[config.mk]
export PLATFORM = sky130hd
export DESIGN_NAME = drive_command_frame_receiver
export DESIGN_NICKNAME = d
export VERILOG_FILES = /design/src/rtl/dcfr_pkg.sv /design/src/rtl/dcfr_parser.sv /design/src/rtl/dcfr_out_buf.sv /design/src/rtl/drive_command_frame_receiver.sv
export SDC_FILE = /design/constraint.sdc
export NUM_CORES = 1
export LEC_CHECK = 0
export BUFFER_PORTS_ARGS = -buffer_cell sky130_fd_sc_hd__buf_2
export CAP_MARGIN = 30
export CORE_MARGIN = 5
export CORE_UTILIZATION = 55
export CTS_BUF_LIST = sky130_fd_sc_hd__clkbuf_8
export DETAILED_ROUTE_END_ITERATION = 6
export GPL_ROUTABILITY_DRIVEN = 0
export MAX_ROUTING_LAYER = met4
export PLACE_DENSITY = 0.83
export SYNTH_ARGS = -nofsm -noshare
export SYNTH_HDL_FRONTEND = slang
export SYNTH_SLANG_ARGS = --single-unit
[constraint.sdc]
create_clock -name clk_i -period 5.17 [get_ports clk_i]
set_input_delay 0.2585 -clock clk_i [delete_from_list [all_inputs] [get_ports clk_i]]
set_output_delay 0.2585 -clock clk_i [all_outputs]
set_load 0.01 [all_outputs]
[src/rtl/dcfr_pkg.sv]
// Shared types, codes and reset constants for the drive command frame receiver.
`default_nettype none

package dcfr_pkg;

  localparam int unsigned ByteW  = 8;
  localparam int unsigned TimeW  = 16;
  localparam int unsigned CfgIdxW = 2;
  localparam int unsigned CfgDataW = 16;
  localparam int unsigned OutDataW = 32;

  localparam logic [ByteW-1:0] HeaderReset = 8'hAA;
  localparam logic [ByteW-1:0] EndReset    = 8'h55;
  localparam logic [TimeW-1:0] TimeoutReset = 16'd200;
  localparam logic [ByteW-1:0] RemoteReset  = 8'h01;
  localparam logic [ByteW-1:0] ModeReset    = 8'h01;
  localparam logic [TimeW-1:0] SinceMax     = 16'hFFFF;

  typedef enum logic [CfgIdxW-1:0] {
    CFG_HEADER  = 2'd0,
    CFG_END     = 2'd1,
    CFG_TIMEOUT = 2'd2,
    CFG_REMOTE  = 2'd3
  } cfg_idx_e;

  typedef enum logic {
    OP_BYTE = 1'b0,
    OP_TICK = 1'b1
  } opcode_e;

  typedef enum logic [2:0] {
    PH_HEADER = 3'd0,
    PH_MODE   = 3'd1,
    PH_LEFT   = 3'd2,
    PH_RIGHT  = 3'd3,
    PH_SUM    = 3'd4,
    PH_END    = 3'd5
  } phase_e;

  typedef enum logic [2:0] {
    ST_NONE       = 3'd0,
    ST_APPLIED    = 3'd1,
    ST_NOT_REMOTE = 3'd2,
    ST_BAD_SUM    = 3'd3,
    ST_BAD_END    = 3'd4
  } status_e;

  typedef enum logic [1:0] {
    WARN_NONE    = 2'd0,
    WARN_APPLIED = 2'd1,
    WARN_STOP    = 2'd2
  } warn_e;

  typedef struct packed {
    logic [ByteW-1:0] header_byte;
    logic [ByteW-1:0] end_byte;
    logic [TimeW-1:0] timeout_ms;
    logic [ByteW-1:0] remote_mode_code;
  } cfg_t;

  typedef struct packed {
    opcode_e          opcode;
    logic [ByteW-1:0] rx_byte;
  } item_t;

  typedef struct packed {
    logic                    timed_out;
    status_e                 frame_status;
    logic [ByteW-1:0]        control_mode;
    warn_e                   warning_level;
    logic signed [ByteW-1:0] right_cmd;
    logic signed [ByteW-1:0] left_cmd;
  } result_t;

endpackage

`default_nettype wire

[src/rtl/dcfr_parser.sv]
// Frame parser: phase state machine, checksum, speed and mode registers.
`default_nettype none

module dcfr_parser (
  input  wire logic            clk_i,
  input  wire logic            rst_ni,
  input  wire logic            accept_i,
  input  wire dcfr_pkg::item_t item_i,
  input  wire dcfr_pkg::cfg_t  cfg_i,
  output dcfr_pkg::result_t    result_o
);

  import dcfr_pkg::*;

  phase_e                  phase_q, phase_d;
  logic [ByteW-1:0]        sum_q, sum_d;
  logic [ByteW-1:0]        held_l_q, held_l_d;
  logic [ByteW-1:0]        held_r_q, held_r_d;
  logic [ByteW-1:0]        mode_q, mode_d;
  logic signed [ByteW-1:0] app_l_q, app_l_d;
  logic signed [ByteW-1:0] app_r_q, app_r_d;
  warn_e                   warn_q, warn_d;
  logic [TimeW-1:0]        since_q, since_d;
  status_e                 status;
  logic                    tout;
  logic                    in_frame;
  phase_e                  ph;

  always_ff @(posedge clk_i or negedge rst_ni) begin
    if (!rst_ni) begin
      phase_q  <= PH_HEADER;
      sum_q    <= '0;
      held_l_q <= '0;
      held_r_q <= '0;
      mode_q   <= ModeReset;
      app_l_q  <= '0;
      app_r_q  <= '0;
      warn_q   <= WARN_NONE;
      since_q  <= '0;
    end else if (accept_i) begin
      phase_q  <= phase_d;
      sum_q    <= sum_d;
      held_l_q <= held_l_d;
      held_r_q <= held_r_d;
      mode_q   <= mode_d;
      app_l_q  <= app_l_d;
      app_r_q  <= app_r_d;
      warn_q   <= warn_d;
      since_q  <= since_d;
    end
  end

  // unused phase codes count as waiting for header
  assign in_frame = (phase_q != PH_HEADER) && (phase_q <= PH_END);

  always_comb begin
    phase_d  = phase_q;
    sum_d    = sum_q;
    held_l_d = held_l_q;
    held_r_d = held_r_q;
    mode_d   = mode_q;
    app_l_d  = app_l_q;
    app_r_d  = app_r_q;
    warn_d   = warn_q;
    since_d  = since_q;
    status   = ST_NONE;
    tout     = 1'b0;
    ph       = phase_q;
    if (item_i.opcode == OP_TICK) begin
      if (since_q != SinceMax) begin
        since_d = since_q + 1'b1;
      end
    end else begin
      // abandon a stale partial frame, then treat this byte as a header candidate
      if (in_frame && (since_q > cfg_i.timeout_ms)) begin
        ph   = PH_HEADER;
        tout = 1'b1;
      end
      unique case (ph)
        PH_MODE: begin
          mode_d  = item_i.rx_byte;
          sum_d   = sum_q + item_i.rx_byte;
          phase_d = PH_LEFT;
        end
        PH_LEFT: begin
          held_l_d = item_i.rx_byte;
          sum_d    = sum_q + item_i.rx_byte;
          phase_d  = PH_RIGHT;
        end
        PH_RIGHT: begin
          held_r_d = item_i.rx_byte;
          sum_d    = sum_q + item_i.rx_byte;
          phase_d  = PH_SUM;
        end
        PH_SUM: begin
          if (item_i.rx_byte == sum_q) begin
            phase_d = PH_END;
          end else begin
            phase_d = PH_HEADER;
            status  = ST_BAD_SUM;
          end
        end
        PH_END: begin
          phase_d = PH_HEADER;
          if (item_i.rx_byte != cfg_i.end_byte) begin
            status = ST_BAD_END;
          end else if (mode_q == cfg_i.remote_mode_code) begin
            app_l_d = held_l_q;
            app_r_d = held_r_q;
            warn_d  = ((held_l_q == '0) && (held_r_q == '0)) ? WARN_STOP : WARN_APPLIED;
            status  = ST_APPLIED;
          end else begin
            status = ST_NOT_REMOTE;
          end
        end
        default: begin
          if (item_i.rx_byte == cfg_i.header_byte) begin
            sum_d   = '0;
            since_d = '0;
            phase_d = PH_MODE;
          end else begin
            phase_d = PH_HEADER;
          end
        end
      endcase
    end
  end

  always_comb begin
    result_o.left_cmd      = app_l_d;
    result_o.right_cmd     = app_r_d;
    result_o.warning_level = warn_d;
    result_o.control_mode  = mode_d;
    result_o.frame_status  = status;
    result_o.timed_out     = tout;
  end

`ifndef SYNTHESIS
  a_tick_quiet: assert property (@(posedge clk_i) disable iff (!rst_ni)
    (item_i.opcode == OP_TICK) |-> (status == ST_NONE && !tout))
    else $error("tick produced a frame status or timeout");

  a_since_sat: assert property (@(posedge clk_i) disable iff (!rst_ni)
    (accept_i && item_i.opcode == OP_TICK && since_q == SinceMax) |=> (since_q == SinceMax))
    else $error("elapsed counter wrapped");

  a_apply_warn: assert property (@(posedge clk_i) disable iff (!rst_ni)
    (accept_i && status == ST_APPLIED) |=> (warn_q != WARN_NONE))
    else $error("applied frame left warning at none");

  a_timeout_restart: assert property (@(posedge clk_i) disable iff (!rst_ni)
    (accept_i && tout) |=> (phase_q == PH_HEADER || phase_q == PH_MODE))
    else $error("timeout did not restart the parse");
`endif

endmodule

`default_nettype wire

[src/rtl/dcfr_out_buf.sv]
// Two-entry output buffer: result register plus skid register.
`default_nettype none

module dcfr_out_buf (
  input  wire logic              clk_i,
  input  wire logic              rst_ni,
  input  wire logic              push_i,
  input  wire dcfr_pkg::result_t data_i,
  output logic                   ready_o,
  output logic                   valid_o,
  input  wire logic              pop_ready_i,
  output dcfr_pkg::result_t      data_o
);

  import dcfr_pkg::*;

  result_t main_q, skid_q;
  logic    main_v_q, skid_v_q;
  logic    pop;

  assign pop     = main_v_q && pop_ready_i;
  assign ready_o = !skid_v_q;
  assign valid_o = main_v_q;
  assign data_o  = main_q;

  always_ff @(posedge clk_i or negedge rst_ni) begin
    if (!rst_ni) begin
      main_v_q <= 1'b0;
      skid_v_q <= 1'b0;
    end else if (skid_v_q) begin
      if (pop) begin
        skid_v_q <= 1'b0;
      end
    end else if (push_i) begin
      if (main_v_q && !pop) begin
        skid_v_q <= 1'b1;
      end else begin
        main_v_q <= 1'b1;
      end
    end else if (pop) begin
      main_v_q <= 1'b0;
    end
  end

  always_ff @(posedge clk_i) begin
    if (skid_v_q) begin
      if (pop) begin
        main_q <= skid_q;
      end
    end else if (push_i) begin
      if (main_v_q && !pop) begin
        skid_q <= data_i;
      end else begin
        main_q <= data_i;
      end
    end
  end

`ifndef SYNTHESIS
  a_skid_behind_main: assert property (@(posedge clk_i) disable iff (!rst_ni)
    skid_v_q |-> main_v_q)
    else $error("skid entry held with empty result register");

  a_skid_promote: assert property (@(posedge clk_i) disable iff (!rst_ni)
    (skid_v_q && pop) |=> (main_v_q && !skid_v_q))
    else $error("skid entry not promoted on pop");

  a_no_push_full: assert property (@(posedge clk_i) disable iff (!rst_ni)
    (skid_v_q && !pop) |=> skid_v_q)
    else $error("full buffer lost an entry");
`endif

endmodule

`default_nettype wire

[src/rtl/drive_command_frame_receiver.sv]
// Top level: configuration registers, frame parser and output buffer.
//
//  channel   direction  payload (low bit first)
//  s_axis    in         tdata: rx_byte[7:0]; tuser: opcode
//  m_axis    out        tdata: left, right, warning, mode, status, timed_out
//  cfg       in         cfg_index_i selects register, cfg_data_i value
//
//  One item per cycle while s_axis_tready_o is high; the combinational parser
//  result for each transaction is registered in the output buffer.
//  Reset clears the parse state, applied speeds, warning and mode to their defaults.
//  A two-entry output buffer keeps input flowing for one more result during an output stall;
//  s_axis_tready_o drops only when both entries hold results.
`default_nettype none

module drive_command_frame_receiver (
  input  wire logic                         clk_i,
  input  wire logic                         rst_ni,
  input  wire logic                         s_axis_tvalid_i,
  output logic                              s_axis_tready_o,
  input  wire logic [dcfr_pkg::ByteW-1:0]   s_axis_tdata_i,   // [7:0] rx_byte
  input  wire logic                         s_axis_tuser_i,   // [0] opcode
  output logic                              m_axis_tvalid_o,
  input  wire logic                         m_axis_tready_i,
  // [7:0] left_cmd, [15:8] right_cmd, [17:16] warning_level,
  // [25:18] control_mode, [28:26] frame_status, [29] timed_out, [31:30] zero
  output logic [dcfr_pkg::OutDataW-1:0]     m_axis_tdata_o,
  input  wire logic                         cfg_valid_i,
  output logic                              cfg_ready_o,
  input  wire logic [dcfr_pkg::CfgIdxW-1:0] cfg_index_i,
  input  wire logic [dcfr_pkg::CfgDataW-1:0] cfg_data_i
);

  import dcfr_pkg::*;

  cfg_t    cfg_q;
  item_t   item;
  result_t res, out_res;
  logic    accept;
  logic    buf_ready;

  assign cfg_ready_o = 1'b1;

  always_ff @(posedge clk_i or negedge rst_ni) begin
    if (!rst_ni) begin
      cfg_q.header_byte      <= HeaderReset;
      cfg_q.end_byte         <= EndReset;
      cfg_q.timeout_ms       <= TimeoutReset;
      cfg_q.remote_mode_code <= RemoteReset;
    end else if (cfg_valid_i) begin
      unique case (cfg_idx_e'(cfg_index_i))
        CFG_HEADER:  cfg_q.header_byte      <= cfg_data_i[ByteW-1:0];
        CFG_END:     cfg_q.end_byte         <= cfg_data_i[ByteW-1:0];
        CFG_TIMEOUT: cfg_q.timeout_ms       <= cfg_data_i[TimeW-1:0];
        CFG_REMOTE:  cfg_q.remote_mode_code <= cfg_data_i[ByteW-1:0];
        default: ;
      endcase
    end
  end

  assign s_axis_tready_o = buf_ready;
  assign accept          = s_axis_tvalid_i && buf_ready;
  assign item.opcode     = opcode_e'(s_axis_tuser_i);
  assign item.rx_byte    = s_axis_tdata_i;

  dcfr_parser u_parser (
    .clk_i    (clk_i),
    .rst_ni   (rst_ni),
    .accept_i (accept),
    .item_i   (item),
    .cfg_i    (cfg_q),
    .result_o (res)
  );

  dcfr_out_buf u_out_buf (
    .clk_i       (clk_i),
    .rst_ni      (rst_ni),
    .push_i      (accept),
    .data_i      (res),
    .ready_o     (buf_ready),
    .valid_o     (m_axis_tvalid_o),
    .pop_ready_i (m_axis_tready_i),
    .data_o      (out_res)
  );

  assign m_axis_tdata_o = {2'b00, out_res.timed_out, out_res.frame_status,
                           out_res.control_mode, out_res.warning_level,
                           out_res.right_cmd, out_res.left_cmd};

endmodule

`default_nettype wire

==> metrics.cfg <==
[min_path]
min_to=cfg_q[19]$_DFFE_PN0P_
hold_depth=2
worstHoldStart=cfg_data_i[11]
hold_class=in -> reg

[worst_setup_path]
cp_top_family=simple AND/OR/NAND/NOR gates
cpPeakStageDelay_ns=0.80
ff2ff_setup_slack_ns=1.81
critPathMaxFanout=14
reg2regPathDepth=8
r2r_start=u_parser.since_q[13]$_DFFE_PN0P_
worst_path_max_delay_cell=or4_1
crit_required_ns=5.37
cp_cell_sequence=ha_1, a21oi_1, o21ai_0, nor4_4, a31oi_4, or4_1, mux2_4, mux2_2
critical_path_class=reg -> reg
setup.worst_path.end_class=flop
critPathArrivalTime_ns=3.56
path_buf_inv=0
startpoint_type=flop
r2r_end=u_out_buf.data_o[25]$_DFFE_PP_

[sta]
slew_headroom=0.318
fin_skew_ns=0.0179
tightest_slew_ns=1.01
period_share=0.649
clock.fmax_mhz=298
hold_viol=0
fin_crit_ns=3.36
tns_ns=0
rsz0062_at_grt=false
finalSetupViolations=0
drv_slew=0

[global_routing]
grt_pass1_vias=5443
antenna_found_initial=0
gr-usage-all-layers=0.207
grt_max_degree=72
grt_pass1_wl_mm=28.0
overflow=0

[layout]
num-fill-cells=1068
fin_nets=748
drive_gt1_frac=0.361
area_delta_synth_final_pct=10.7
diodes=0

[floorplan]
core_um2=14600
num_rows=44
io_pins=67
fp.dieH_um=133
die_x_um=133
start_util=0.565
die_area_um2=17600

[logic_synthesis]
synth_cell_types=57
synth_top_area_cell=dfrtp_1
synthMuxAreaShare=0.195
synth_edf_count=60
synth_top_family_by_area=multiplexers
synth_top_area_frac=0.296
syn_area_um2=8280
yosysWarnings=0
yosys_most_used_dff=dfrtp_1
ys_ff_latch=171
yosysSeqAreaShare=0.555
synth_cells=619
synth_area_leaders=dfrtp_1 (30%), edfxtp_1 (22%), mux2_2 (15%)
synth_compound_area_frac=0.0668
synth_area_per_cell_um2=13.4
async_flop_share=0.649
synth-xor-area-share=0.0328
yosys.area_share.simple=0.0845
synth_fa_ha_area_frac=0.0387

[route]
drt_iter0_drc=396
wl_per_cell_um=19.1
drt-vias-per-instance=6.01
antenna_left=0
wl_mm=17.0
num_vias=5333
route.detailed.drc=0
drt_first_pass_iters=5

[run]
drv_cap=0

[run_status]
status=finished clean

[clock_network]
cts.sinks=171
cts_tree=built
clk_pin_slew_ns=0.09
worst_skew_pair.late_latency_ns=0.45
ctsLongestPathBuffers=2
post_cts_buffers=0
h-tree-depth=4
numCtsBuffers=17
clockRootBuffer=clkbuf_8

[pwr]
p_leak_uw=0.00401
vdd_drop_max_mv=0.212
p_total_uw=4620
powerDensity_nw_per_um2=504

[placement]
hpwl_mm=12.0
io_buffers=63

[synthesized netlist by cell type, types with 5 or more instances]
master,number
mux2_2,111
dfrtp_1,98
edfxtp_1,60
nand2_1,35
ha_1,24
inv_1,24
nor2_1,24
xnor2_1,21
mux2_4,18
o21ai_0,18
a21oi_1,17
nand3_1,17
dfstp_2,13
a22o_1,12
clkbuf_1,10
xor2_1,10
nor4_1,9
nand4_1,8
a21o_1,6
or4_1,6
buf_4,5
mux2_1,5
o31ai_1,5
[sequential cells by signal, indices dropped and copies added, names as in the netlist]
name	count
u_parser.mode_q	8
u_out_buf.valid_o	1
u_parser.app_r_q	8
cfg_q	40
u_out_buf.skid_q	30
u_parser.since_q	16
u_out_buf.data_o	30
u_parser.phase_q	3
u_parser.sum_q	8
u_parser.warn_q	2
u_parser.app_l_q	8
u_parser.held_l_q	8
u_out_buf.skid_v_q	1
u_parser.held_r_q	8
[cell type report]
type	instances	area, um2	area share
clock buffer	18	248	0.0270
clock inverter	14	125	0.0137
inverter	24	90.1	0.00983
multi-input combinational	404	3470	0.379
sequential	171	4600	0.501
tap	184	230	0.0251
timing repair buffer	73	403	0.0440
[metal layers]
metal  global-route usage  routed length, um  vias to the layer above  part of all wire
li1                     -                  -                     2416                 -
met5                    -                  0                        -                 0
met1                0.272               7480                     2715              0.44
met4               0.0803                377                        0             0.022
met3               0.0334                843                       31             0.050
met2                0.327               8280                      171              0.49
[logic make-up (layout without fill, tap and decap cells)]
logic type / after synthesis / in the layout
xor+xnor: 31 / 31
compound gates: 78 / 78
fa+ha+maj: 25 / 25
mux: 138 / 138
flops: 171 / 171
buf+inv: 45 / 129
other cells: 2 / 3
simple gates: 129 / 129
[cells in the final DEF, fill, tap and decap left out, types with 8 or more instances in the layout]
| cell | n |
|---|---|
| a21oi_1 | 17 |
| a22o_1 | 12 |
| buf_2 | 63 |
| clkbuf_8 | 18 |
| dfrtp_1 | 98 |
| dfstp_2 | 13 |
| edfxtp_1 | 60 |
| ha_1 | 24 |
| inv_1 | 27 |
| mux2_2 | 111 |
| mux2_4 | 18 |
| nand2_1 | 35 |
| nand3_1 | 17 |
| nand4_1 | 8 |
| nor2_1 | 23 |
| nor4_1 | 9 |
| o21ai_0 | 18 |
| xnor2_1 | 21 |
| xor2_1 | 10 |
[per-stage QoR]
| stage | utilization | setup slack [ns] | instances | area, um2 | hold WS [ns] |
|---|---|---|---|---|---|
| final | 0.626 | 1.81 | 888 | 9170 | 0.0364 |
| after global routing | 0.626 | 1.68 | 888 | 9170 | 0.0176 |
| after CTS | 0.625 | 1.81 | 887 | 9150 | 0.00722 |
| after detailed placement | 0.598 | 1.82 | 853 | 8760 | 0.273 |
| after global placement | 0.597 | 1.90 | 851 | 8750 | 0.267 |
| after floorplan | - | 2.26 | 620 | 8280 | -0.0371 |
[timing repair]
item	CTS	global route
resized for setup	0	0
endpoints found under the hold margin	41	0
hold buffers	2	0
[worst max path at each step]
stage | startpoint | endpoint | slack [ns] | cells after the start
after floorplan | u_parser.since_q[13]$_DFFE_PN0P_ | u_out_buf.data_o[19]$_DFFE_PP_ | 2.26 | 9
after global placement | u_parser.since_q[13]$_DFFE_PN0P_ | u_out_buf.data_o[19]$_DFFE_PP_ | 1.90 | 8
after detailed placement | u_parser.since_q[13]$_DFFE_PN0P_ | u_out_buf.data_o[23]$_DFFE_PP_ | 1.82 | 8
after CTS | u_parser.since_q[13]$_DFFE_PN0P_ | u_out_buf.data_o[25]$_DFFE_PP_ | 1.81 | 8
after global routing | u_parser.since_q[13]$_DFFE_PN0P_ | u_out_buf.data_o[19]$_DFFE_PP_ | 1.68 | 8
final | u_parser.since_q[13]$_DFFE_PN0P_ | u_out_buf.data_o[25]$_DFFE_PP_ | 1.81 | 8
[report_power, final]
part / switching, uW / internal [uW] / leakage (uW)
Combinational: 783 / 746 / 0.00191
Sequential: 327 / 1870 / 0.00191
Clock: 496 / 397 / 0.000196
Note: power is estimated with default switching activity, not from simulation.
